## src/hw/rtl/lbc_pkg.sv

```systemverilog
// ----------------------------------------------------------------------------
// lbc_pkg
// Shared types and constants of the LRU block cache tag lookup.
// ----------------------------------------------------------------------------
`timescale 1ns / 1ps
`default_nettype none

package lbc_pkg;

  localparam int unsigned DEV_W  = 8;
  localparam int unsigned BLK_W  = 32;
  localparam int unsigned SLOT_W = 4;
  localparam int unsigned CNT_W  = 32;
  localparam int unsigned OUTC_W = 2;

  typedef enum logic [OUTC_W-1:0] {
    OUTC_HIT   = 2'd0,
    OUTC_FILL  = 2'd1,
    OUTC_EVICT = 2'd2
  } outcome_e;

  typedef enum logic {
    ST_IDLE   = 1'b0,
    ST_UPDATE = 1'b1
  } state_e;

  // control broadcast from the sequencer to every cell
  typedef struct packed {
    logic compare;
    logic update;
    logic hit_any;
  } cell_ctl_t;

endpackage

`default_nettype wire

```

## src/hw/rtl/lbc_if.sv

```systemverilog
// ----------------------------------------------------------------------------
// lbc_req_if / lbc_rsp_if
// Valid/ready channels for lookup requests and lookup results.
// ----------------------------------------------------------------------------
`timescale 1ns / 1ps
`default_nettype none

interface lbc_req_if;
  logic                     valid;
  logic                     ready;
  logic [lbc_pkg::DEV_W-1:0] device_id;
  logic [lbc_pkg::BLK_W-1:0] block_address;

  modport source (output valid, output device_id, output block_address, input ready);
  modport sink   (input valid, input device_id, input block_address, output ready);
endinterface

interface lbc_rsp_if;
  logic                      valid;
  logic                      ready;
  logic [lbc_pkg::OUTC_W-1:0] outcome;
  logic [lbc_pkg::SLOT_W-1:0] slot;
  logic [lbc_pkg::CNT_W-1:0]  hit_total;
  logic [lbc_pkg::CNT_W-1:0]  miss_total;
  logic [lbc_pkg::CNT_W-1:0]  fill_total;

  modport source (output valid, output outcome, output slot, output hit_total,
                  output miss_total, output fill_total, input ready);
  modport sink   (input valid, input outcome, input slot, input hit_total,
                  input miss_total, input fill_total, output ready);
endinterface

`default_nettype wire

```

## src/hw/rtl/lru_block_cache_lookup.sv

```systemverilog
// ----------------------------------------------------------------------------
// lru_block_cache_lookup
// Fully associative tag lookup with move-to-front LRU ordering, built as a
// chain of recency cells.
// ----------------------------------------------------------------------------
//  channel  dir  item contents
//  req_i    in   device_id, block_address
//  rsp_o    out  outcome, slot, hit_total, miss_total, fill_total
//
//  the accept edge registers the tag compare in every cell, and the update
//  then shifts the cell chain and loads the result register.
//  the update waits while a previous result in rsp_o has not been taken.
//  no new item is taken until the update of the current one is done.
//  reset empties every cell, sets slot i mod 16 in cell i and zeroes counters.
// ----------------------------------------------------------------------------
`timescale 1ns / 1ps
`default_nettype none

module lru_block_cache_lookup #(
  parameter int unsigned WAYS = 16
) (
  input  wire logic clk_i,
  input  wire logic rst_ni,
  lbc_req_if.sink   req_i,
  lbc_rsp_if.source rsp_o
);

  lbc_pkg::state_e           state_q, state_d;
  lbc_pkg::cell_ctl_t        ctl;
  logic                      in_fire;
  logic                      advance;
  logic                      hit_any;
  lbc_pkg::outcome_e         outcome;

  logic [lbc_pkg::DEV_W-1:0]  dev_q;
  logic [lbc_pkg::BLK_W-1:0]  blk_q;
  logic [lbc_pkg::CNT_W-1:0]  hit_cnt_q, hit_cnt_d;
  logic [lbc_pkg::CNT_W-1:0]  miss_cnt_q, miss_cnt_d;
  logic [lbc_pkg::CNT_W-1:0]  fill_cnt_q, fill_cnt_d;

  logic                      rsp_valid_q;
  lbc_pkg::outcome_e         rsp_outcome_q;
  logic [lbc_pkg::SLOT_W-1:0] rsp_slot_q;

  logic                      valid_w    [WAYS];
  logic                      hit_w      [WAYS];
  logic [lbc_pkg::DEV_W-1:0]  dev_w      [WAYS];
  logic [lbc_pkg::BLK_W-1:0]  blk_w      [WAYS];
  logic [lbc_pkg::SLOT_W-1:0] slot_w     [WAYS];
  logic [lbc_pkg::SLOT_W-1:0] sel_slot_w [WAYS];
  logic                      suffix_w   [WAYS+1];
  logic [WAYS-1:0]           hit_vec;
  logic [WAYS-1:0]           valid_vec;
  logic [lbc_pkg::SLOT_W-1:0] front_slot;

  assign in_fire     = req_i.valid && req_i.ready;
  assign req_i.ready = (state_q == lbc_pkg::ST_IDLE);

  always_comb begin
    front_slot = '0;
    for (int i = 0; i < WAYS; i++) begin
      front_slot = front_slot | sel_slot_w[i];
      hit_vec[i]   = hit_w[i];
      valid_vec[i] = valid_w[i];
    end
  end

  assign hit_any = suffix_w[0];

  // sequencer
  always_comb begin
    state_d = state_q;
    advance = 1'b0;
    case (state_q)
      lbc_pkg::ST_IDLE: begin
        if (in_fire) begin
          state_d = lbc_pkg::ST_UPDATE;
        end
      end
      lbc_pkg::ST_UPDATE: begin
        if (!rsp_valid_q || rsp_o.ready) begin
          advance = 1'b1;
          state_d = lbc_pkg::ST_IDLE;
        end
      end
      default: begin
        state_d = lbc_pkg::ST_IDLE;
      end
    endcase
  end

  always_ff @(posedge clk_i or negedge rst_ni) begin
    if (!rst_ni) begin
      state_q <= lbc_pkg::ST_IDLE;
    end else begin
      state_q <= state_d;
    end
  end

  always_comb begin
    ctl.compare = in_fire;
    ctl.update  = advance;
    ctl.hit_any = hit_any;
  end

  always_comb begin
    if (hit_any) begin
      outcome = lbc_pkg::OUTC_HIT;
    end else if (valid_w[WAYS-1]) begin
      outcome = lbc_pkg::OUTC_EVICT;
    end else begin
      outcome = lbc_pkg::OUTC_FILL;
    end
    hit_cnt_d  = hit_cnt_q;
    miss_cnt_d = miss_cnt_q;
    fill_cnt_d = fill_cnt_q;
    case (outcome)
      lbc_pkg::OUTC_HIT:   hit_cnt_d  = hit_cnt_q + 1'b1;
      lbc_pkg::OUTC_FILL:  fill_cnt_d = fill_cnt_q + 1'b1;
      lbc_pkg::OUTC_EVICT: miss_cnt_d = miss_cnt_q + 1'b1;
      default:             hit_cnt_d  = hit_cnt_q;
    endcase
  end

  always_ff @(posedge clk_i) begin
    if (in_fire) begin
      dev_q <= req_i.device_id;
      blk_q <= req_i.block_address;
    end
    if (advance) begin
      rsp_outcome_q <= outcome;
      rsp_slot_q    <= front_slot;
    end
  end

  always_ff @(posedge clk_i or negedge rst_ni) begin
    if (!rst_ni) begin
      rsp_valid_q <= 1'b0;
      hit_cnt_q   <= '0;
      miss_cnt_q  <= '0;
      fill_cnt_q  <= '0;
    end else begin
      if (advance) begin
        rsp_valid_q <= 1'b1;
        hit_cnt_q   <= hit_cnt_d;
        miss_cnt_q  <= miss_cnt_d;
        fill_cnt_q  <= fill_cnt_d;
      end else if (rsp_o.ready) begin
        rsp_valid_q <= 1'b0;
      end
    end
  end

  assign rsp_o.valid      = rsp_valid_q;
  assign rsp_o.outcome    = rsp_outcome_q;
  assign rsp_o.slot       = rsp_slot_q;
  assign rsp_o.hit_total  = hit_cnt_q;
  assign rsp_o.miss_total = miss_cnt_q;
  assign rsp_o.fill_total = fill_cnt_q;

  assign suffix_w[WAYS] = 1'b0;

  for (genvar g = 0; g < WAYS; g++) begin : g_cell
    logic                      prev_valid;
    logic [lbc_pkg::DEV_W-1:0]  prev_dev;
    logic [lbc_pkg::BLK_W-1:0]  prev_blk;
    logic [lbc_pkg::SLOT_W-1:0] prev_slot;

    if (g == 0) begin : g_front
      // the head always receives the requested tag with the moving slot
      assign prev_valid = 1'b1;
      assign prev_dev   = dev_q;
      assign prev_blk   = blk_q;
      assign prev_slot  = front_slot;
    end else begin : g_link
      assign prev_valid = valid_w[g-1];
      assign prev_dev   = dev_w[g-1];
      assign prev_blk   = blk_w[g-1];
      assign prev_slot  = slot_w[g-1];
    end

    // the compare runs on the accept edge, against the item on the channel
    lbc_cell #(
      .SLOT_INIT (lbc_pkg::SLOT_W'(g)),
      .IS_LAST   (g == WAYS - 1)
    ) u_cell (
      .clk_i         (clk_i),
      .rst_ni        (rst_ni),
      .ctl_i         (ctl),
      .req_device_i  (req_i.device_id),
      .req_block_i   (req_i.block_address),
      .prev_valid_i  (prev_valid),
      .prev_device_i (prev_dev),
      .prev_block_i  (prev_blk),
      .prev_slot_i   (prev_slot),
      .suffix_i      (suffix_w[g+1]),
      .suffix_o      (suffix_w[g]),
      .hit_o         (hit_w[g]),
      .valid_o       (valid_w[g]),
      .device_o      (dev_w[g]),
      .block_o       (blk_w[g]),
      .slot_o        (slot_w[g]),
      .sel_slot_o    (sel_slot_w[g])
    );
  end

  // tags are unique, so at most one cell can hit
  a_hit_onehot: assert property (@(posedge clk_i) disable iff (!rst_ni)
    (state_q == lbc_pkg::ST_UPDATE) |-> $onehot0(hit_vec))
    else $error("more than one cell hit");

  // used entries stay ahead of free ones
  a_valid_prefix: assert property (@(posedge clk_i) disable iff (!rst_ni)
    (valid_vec & (valid_vec + {{(WAYS-1){1'b0}}, 1'b1})) == '0)
    else $error("free entry ahead of a used entry");

  // after an update the head holds the requested tag
  a_front_valid: assert property (@(posedge clk_i) disable iff (!rst_ni)
    advance |=> (valid_w[0] && dev_w[0] == $past(dev_q) && blk_w[0] == $past(blk_q)))
    else $error("head entry not installed after update");

  // exactly one counter moves per item
  a_one_count: assert property (@(posedge clk_i) disable iff (!rst_ni)
    advance |=> ((hit_cnt_q != $past(hit_cnt_q)) + (miss_cnt_q != $past(miss_cnt_q))
                 + (fill_cnt_q != $past(fill_cnt_q))) == 2'd1)
    else $error("counter update not exclusive");

endmodule

`default_nettype wire

```

## src/hw/rtl/lbc_cell.sv

```systemverilog
// ----------------------------------------------------------------------------
// lbc_cell
// One recency position: holds a tag entry, compares it with the request and
// takes the entry of its upper neighbor when the list moves down.
// ----------------------------------------------------------------------------
`timescale 1ns / 1ps
`default_nettype none

module lbc_cell #(
  parameter logic [lbc_pkg::SLOT_W-1:0] SLOT_INIT = '0,
  parameter bit                         IS_LAST   = 1'b0
) (
  input  wire logic                      clk_i,
  input  wire logic                      rst_ni,
  input  wire lbc_pkg::cell_ctl_t        ctl_i,
  input  wire logic [lbc_pkg::DEV_W-1:0]  req_device_i,
  input  wire logic [lbc_pkg::BLK_W-1:0]  req_block_i,
  input  wire logic                      prev_valid_i,
  input  wire logic [lbc_pkg::DEV_W-1:0]  prev_device_i,
  input  wire logic [lbc_pkg::BLK_W-1:0]  prev_block_i,
  input  wire logic [lbc_pkg::SLOT_W-1:0] prev_slot_i,
  input  wire logic                      suffix_i,
  output logic                           suffix_o,
  output logic                           hit_o,
  output logic                           valid_o,
  output logic [lbc_pkg::DEV_W-1:0]       device_o,
  output logic [lbc_pkg::BLK_W-1:0]       block_o,
  output logic [lbc_pkg::SLOT_W-1:0]      slot_o,
  output logic [lbc_pkg::SLOT_W-1:0]      sel_slot_o
);

  logic                      valid_q;
  logic [lbc_pkg::DEV_W-1:0]  device_q;
  logic [lbc_pkg::BLK_W-1:0]  block_q;
  logic [lbc_pkg::SLOT_W-1:0] slot_q;
  logic                      hit_q;
  logic                      match;
  logic                      take;
  logic                      sel;

  always_comb begin
    match    = valid_q && (device_q == req_device_i) && (block_q == req_block_i);
    // a hit here or further down means this position moves down by one
    suffix_o = hit_q | suffix_i;
    take     = ctl_i.hit_any ? suffix_o : prev_valid_i;
    // the moving entry: the hit, else the first free, else the last position
    sel      = ctl_i.hit_any ? hit_q : (prev_valid_i && (!valid_q || IS_LAST));
    sel_slot_o = sel ? slot_q : '0;
  end

  always_ff @(posedge clk_i or negedge rst_ni) begin
    if (!rst_ni) begin
      valid_q  <= 1'b0;
      device_q <= '0;
      block_q  <= '0;
      slot_q   <= SLOT_INIT;
      hit_q    <= 1'b0;
    end else begin
      if (ctl_i.compare) begin
        hit_q <= match;
      end
      if (ctl_i.update && take) begin
        valid_q  <= prev_valid_i;
        device_q <= prev_device_i;
        block_q  <= prev_block_i;
        slot_q   <= prev_slot_i;
      end
    end
  end

  assign hit_o    = hit_q;
  assign valid_o  = valid_q;
  assign device_o = device_q;
  assign block_o  = block_q;
  assign slot_o   = slot_q;

endmodule

`default_nettype wire
```

## src/flat_wrapper.sv

```systemverilog
// flat-port wrapper written by rule: the top's interface ports become plain ports
module lru_block_cache_lookup_flat 
#(
  parameter int unsigned WAYS = 16
)
  (clk_i, rst_ni, req_i_valid, req_i_device_id, req_i_block_address, req_i_ready, rsp_o_valid, rsp_o_outcome, rsp_o_slot, rsp_o_hit_total, rsp_o_miss_total, rsp_o_fill_total, rsp_o_ready);
  lbc_req_if req_i_i ();
  lbc_rsp_if rsp_o_i ();
  input  wire logic clk_i;
  input  wire logic rst_ni;
  input wire logic [$bits(req_i_i.valid)-1:0] req_i_valid;
  input wire logic [$bits(req_i_i.device_id)-1:0] req_i_device_id;
  input wire logic [$bits(req_i_i.block_address)-1:0] req_i_block_address;
  output wire logic [$bits(req_i_i.ready)-1:0] req_i_ready;
  output wire logic [$bits(rsp_o_i.valid)-1:0] rsp_o_valid;
  output wire logic [$bits(rsp_o_i.outcome)-1:0] rsp_o_outcome;
  output wire logic [$bits(rsp_o_i.slot)-1:0] rsp_o_slot;
  output wire logic [$bits(rsp_o_i.hit_total)-1:0] rsp_o_hit_total;
  output wire logic [$bits(rsp_o_i.miss_total)-1:0] rsp_o_miss_total;
  output wire logic [$bits(rsp_o_i.fill_total)-1:0] rsp_o_fill_total;
  input wire logic [$bits(rsp_o_i.ready)-1:0] rsp_o_ready;
  assign req_i_i.valid = req_i_valid;
  assign req_i_i.device_id = req_i_device_id;
  assign req_i_i.block_address = req_i_block_address;
  assign req_i_ready = req_i_i.ready;
  assign rsp_o_valid = rsp_o_i.valid;
  assign rsp_o_outcome = rsp_o_i.outcome;
  assign rsp_o_slot = rsp_o_i.slot;
  assign rsp_o_hit_total = rsp_o_i.hit_total;
  assign rsp_o_miss_total = rsp_o_i.miss_total;
  assign rsp_o_fill_total = rsp_o_i.fill_total;
  assign rsp_o_i.ready = rsp_o_ready;
  lru_block_cache_lookup #(.WAYS(WAYS)) u_core (.clk_i(clk_i), .rst_ni(rst_ni), .req_i(req_i_i), .rsp_o(rsp_o_i));
endmodule
```

## config.mk

```make
export PLATFORM = sky130hd
export DESIGN_NAME = lru_block_cache_lookup_flat
export DESIGN_NICKNAME = d
export VERILOG_FILES = /design/src/hw/rtl/lbc_pkg.sv /design/src/hw/rtl/lbc_if.sv /design/src/hw/rtl/lru_block_cache_lookup.sv /design/src/hw/rtl/lbc_cell.sv /design/src/flat_wrapper.sv
export SDC_FILE = /design/constraint.sdc
export NUM_CORES = 2
export LEC_CHECK = 0
export BUFFER_PORTS_ARGS = -buffer_cell sky130_fd_sc_hd__clkbuf_2
export CAP_MARGIN = 20
export CORE_UTILIZATION = 33
export DETAILED_ROUTE_END_ITERATION = 8
export GPL_ROUTABILITY_DRIVEN = 0
export GPL_TIMING_DRIVEN = 0
export SLEW_MARGIN = 20
export SYNTH_ARGS = -nofsm -noshare
export SYNTH_HDL_FRONTEND = slang
export SYNTH_SLANG_ARGS = --single-unit
```

## constraint.sdc

```tcl
create_clock -name clk_i -period 3.37 [get_ports clk_i]
set_input_delay 0.5055 -clock clk_i [delete_from_list [all_inputs] [get_ports clk_i]]
set_output_delay 0.5055 -clock clk_i [all_outputs]
set_load 0.01 [all_outputs]
```

==> flow_summary.json <==
{
  "outcome": "complete, no violations",
  "numCtsBuffers": 91,
  "drt_iter0_markers": 2891,
  "syn_area_um2": 41760,
  "met1_length_mm": 62.66,
  "die_y_um": 357.7,
  "synth_edf_count": 46,
  "slew_headroom": 0.1511,
  "wl_met2_mm": 64.85,
  "async_flop_share": 0.9477,
  "end_kind": "register",
  "drt-wirelength-per-cell_um": 28.06,
  "dpl.hpwl_mm": 108.3,
  "switchingPower_uw": 15230,
  "final_cells": 5223,
  "vdd_ir_drop_max_mv": 0.4196,
  "crit_arrival_ns": 3.82,
  "routed-via-count": 28017,
  "finalWorstSetupSlack_ns": 0.07563,
  "numPortBuffers": 147,
  "crit_path_max_fanout": 10,
  "netSwitchingFraction": 0.3549,
  "hold_viol_final": 0,
  "post-cts-setup-buffers": 0,
  "yosys_warnings": 0,
  "highest_layer": "met5",
  "antenna_found_initial": 3,
  "start_util": 0.3326,
  "clockPowerShare": 0.251,
  "io_pins": 148,
  "drt-vias-per-instance": 5.364,
  "cp.required_ns": 3.90,
  "routed_wl_mm": 146.6,
  "slew_viol_final": 0,
  "path_clk_slew_ns": 0.07,
  "critPathLaunchType": "register",
  "p_comb_frac": 0.308,
  "insertedDiodeCount": 0,
  "cap_violations": 0,
  "finalCriticalPeriod_ns": 3.294,
  "clock_sinks": 880,
  "syn-instance-count": 3230,
  "fp.dieW_um": 357.7,
  "grt_max_degree": 90,
  "ys_seq_area_frac": 0.5338,
  "htreeDepth": 3,
  "syn_avg_cell_area_um2": 12.93,
  "layout-drive-gt1-share": 0.3056,
  "nNetsFinal": 3543,
  "fp-row-count": 130,
  "fill_cells": 11992,
  "drtAntennaViolNets": 0,
  "internal_power_uw": 27690,
  "whs_ns": 0.03077,
  "finalSetupViolCount": 0,
  "dpl_worst_slack_ns": -0.2043,
  "min-delay-path-class": "in2reg",
  "synthToLayoutAreaGrowth_pct": 15.92,
  "synth_ff_type": "dfrtp_1",
  "skew_ns": 0.03503,
  "synth.area.top_cells": "dfrtp_1, mux2_2, xor2_1",
  "power_density_nw_per_um2": 886.6,
  "remaining_drc_errors": 0,
  "grt_pass1_vias": 28047,
  "syn-num-nets": 3277,
  "core-area_um2": 125600,
  "p_leak_uw": 0.02136,
  "grt_usage": 0.2282,
  "synth_top_area_share": 0.4806,
  "dpl.cell_count": 5046,
  "fp.dieArea_um2": 128000,
  "power_frac_seq": 0.441,
  "synth_top_cell_by_area": "dfrtp_1",
  "yosysUniqueCellTypes": 72,
  "clock.fmax_mhz": 303.5,
  "path_class": "reg2reg",
  "fin_crit_sh": 0.9776,
  "synth_seq_cells": 880,
  "clock_path_buffers": 3,
  "drt_first_pass_iters": 7,
  "grt_overflow": 0,
  "worst_slew_pin_slew_ns": 1.273,
  "grt_setup_unrepaired": "false",
  "root_buffer": "clkbuf_16",
  "dr_wl_met3_mm": 11.03,
  "cts_tree": "built",
  "clk_latency_ns": 0.67,
  "grt_pass1_wl_mm": 209.6
}
## power by group through the flow
stage / clock (µW) / sequential [µW] / combinational (µW)
finish: 10800 / 18900 / 13200
global route: 11300 / 19200 / 14200
CTS: 10900 / 18700 / 13200
detailed placement: 0 / 18900 / 13100
global placement: 0 / 18900 / 12800
floorplan: 0 / 16900 / 10000
## metrics by stage
step / instance area [µm²] / utilization / power, µW / setup TNS [ns]
finish: 48410 / 0.3855 / 42920 / 0
global route: 48410 / 0.3855 / 44750 / 0
CTS: 48390 / 0.3853 / 42830 / 0
detailed placement: 45150 / 0.3595 / 31970 / -0.4638
global placement: 44560 / 0.3549 / 31690 / -
floorplan: 41760 / - / 26890 / 0
## cell type report
| cell class | count | area [µm²] | share of cell area |
|---|---|---|---|
| plain buffers | 182 | 1018 | 0.02104 |
| well taps | 1650 | 2064 | 0.04265 |
| repair buffers | 173 | 1310 | 0.02706 |
| multi-input cells | 2155 | 18510 | 0.3823 |
| clock inverters | 42 | 525.5 | 0.01086 |
| inverters | 13 | 48.80 | 0.001008 |
| flip-flops and latches | 880 | 22290 | 0.4605 |
| clock buffers | 128 | 2640 | 0.05454 |
## critical path: stages (launching register included)
cell and delay, ns:
dfrtp_1 0.36, clkbuf_1 0.30, nor3_2 0.55, and4_1 0.28
buf_4 0.23, nand3_1 0.12, a21oi_2 0.67, buf_6 0.27
mux2_2 0.34
## routing by layer
metal  vias to the layer above  global-route usage
met3                       283             0.04209
met2                      1214              0.3500
met5                         -                   0
met4                         2              0.1100
met1                     14581              0.3102
li1                      11937                   -
## cells in the final DEF, fill, tap and decap left out, types with 54 or more instances in the layout
master | Yosys | final
mux2_1 | 94 | 94
mux2_2 | 563 | 563
xnor2_1 | 356 | 356
nand2_1 | 167 | 167
clkbuf_2 | 0 | 195
buf_2 | 36 | 54
nand3_1 | 58 | 58
clkbuf_16 | 0 | 94
xor2_1 | 376 | 376
nor4_1 | 107 | 107
dfrtp_1 | 802 | 802
nand4_1 | 129 | 129
## cell families (layout without fill, tap and decap cells)
logic type,count (synthesis),in the layout,synth area share
AOI/OAI and AO/OA,145,145,0.02754
xor gates and xnor gates,732,732,0.1535
adders and majority gates,3,3,0.0008989
buffers and inverters,195,538,0.02346
DFF,880,880,0.5338
muxes,667,667,0.1808
and+or+nand+nor,608,608,0.08003
## cells in the mapped netlist, types with 8 or more instances
cell type / number
mux2_4: 10
dfrtp_1: 802
nor2b_1: 15
buf_1: 23
buf_6: 14
a22oi_1: 22
nand2_1: 167
nand4_1: 129
buf_2: 36
and4_1: 13
nor2_1: 34
buf_4: 26
clkbuf_1: 83
mux2_2: 563
nand3_1: 58
inv_1: 11
nor4_1: 107
xor2_1: 376
a22o_1: 31
and3_1: 15
a21oi_1: 10
o211ai_1: 8
mux2_1: 94
edfxtp_1: 46
xnor2_1: 356
a221oi_1: 16
o21ai_0: 16
nor3_1: 30
dfstp_2: 32
## registers in the layout, summed over array words and instances (netlist names)
signal and flops:
u_core.g_cell.u_cell.block_o 512, u_core.g_cell.u_cell.device_o 128, u_core.g_cell.u_cell.slot_o 64, u_core.blk_q 32, u_core.rsp_o.fill_total 32, u_core.rsp_o.hit_total 32
u_core.rsp_o.miss_total 32, u_core.g_cell.u_cell.hit_o 16, u_core.g_cell.u_cell.valid_o 16, u_core.dev_q 8, u_core.rsp_o.slot 4, u_core.rsp_o.outcome 2
u_core.rsp_o.valid 1, u_core.state_q 1
## timing repair
| action | CTS | global route |
|---|---|---|
| pin swaps | 0 | 0 |
| gates cloned | 0 | 0 |
| gates resized for setup | 1 | 2 |
| endpoints found under the setup margin | 3 | 59 |
| endpoints found under the hold margin | 49 | 0 |
| hold buffers | 7 | 0 |
## final timing paths
kind	start	endpoint	slack (ns)	depth (start not counted)
hold reg to reg	u_core.blk_q[1]	u_core.g_cell[0].u_cell.block_o[1]	0.42	2
hold / removal	req_i_block_address[17]	u_core.blk_q[17]	0.03	1
setup / recovery	u_core.g_cell[5].u_cell.hit_o	u_core.g_cell[11].u_cell.block_o[30]	0.08	8
max in group asynchronous	rst_ni	u_core.g_cell[9].u_cell.block_o[23]	0.97	6
setup reg to reg	u_core.g_cell[5].u_cell.hit_o	u_core.g_cell[11].u_cell.block_o[30]	0.08	8
min in group asynchronous	rst_ni	u_core.g_cell[0].u_cell.block_o[15]	0.36	2
Note: power is estimated with default switching activity, not from simulation.
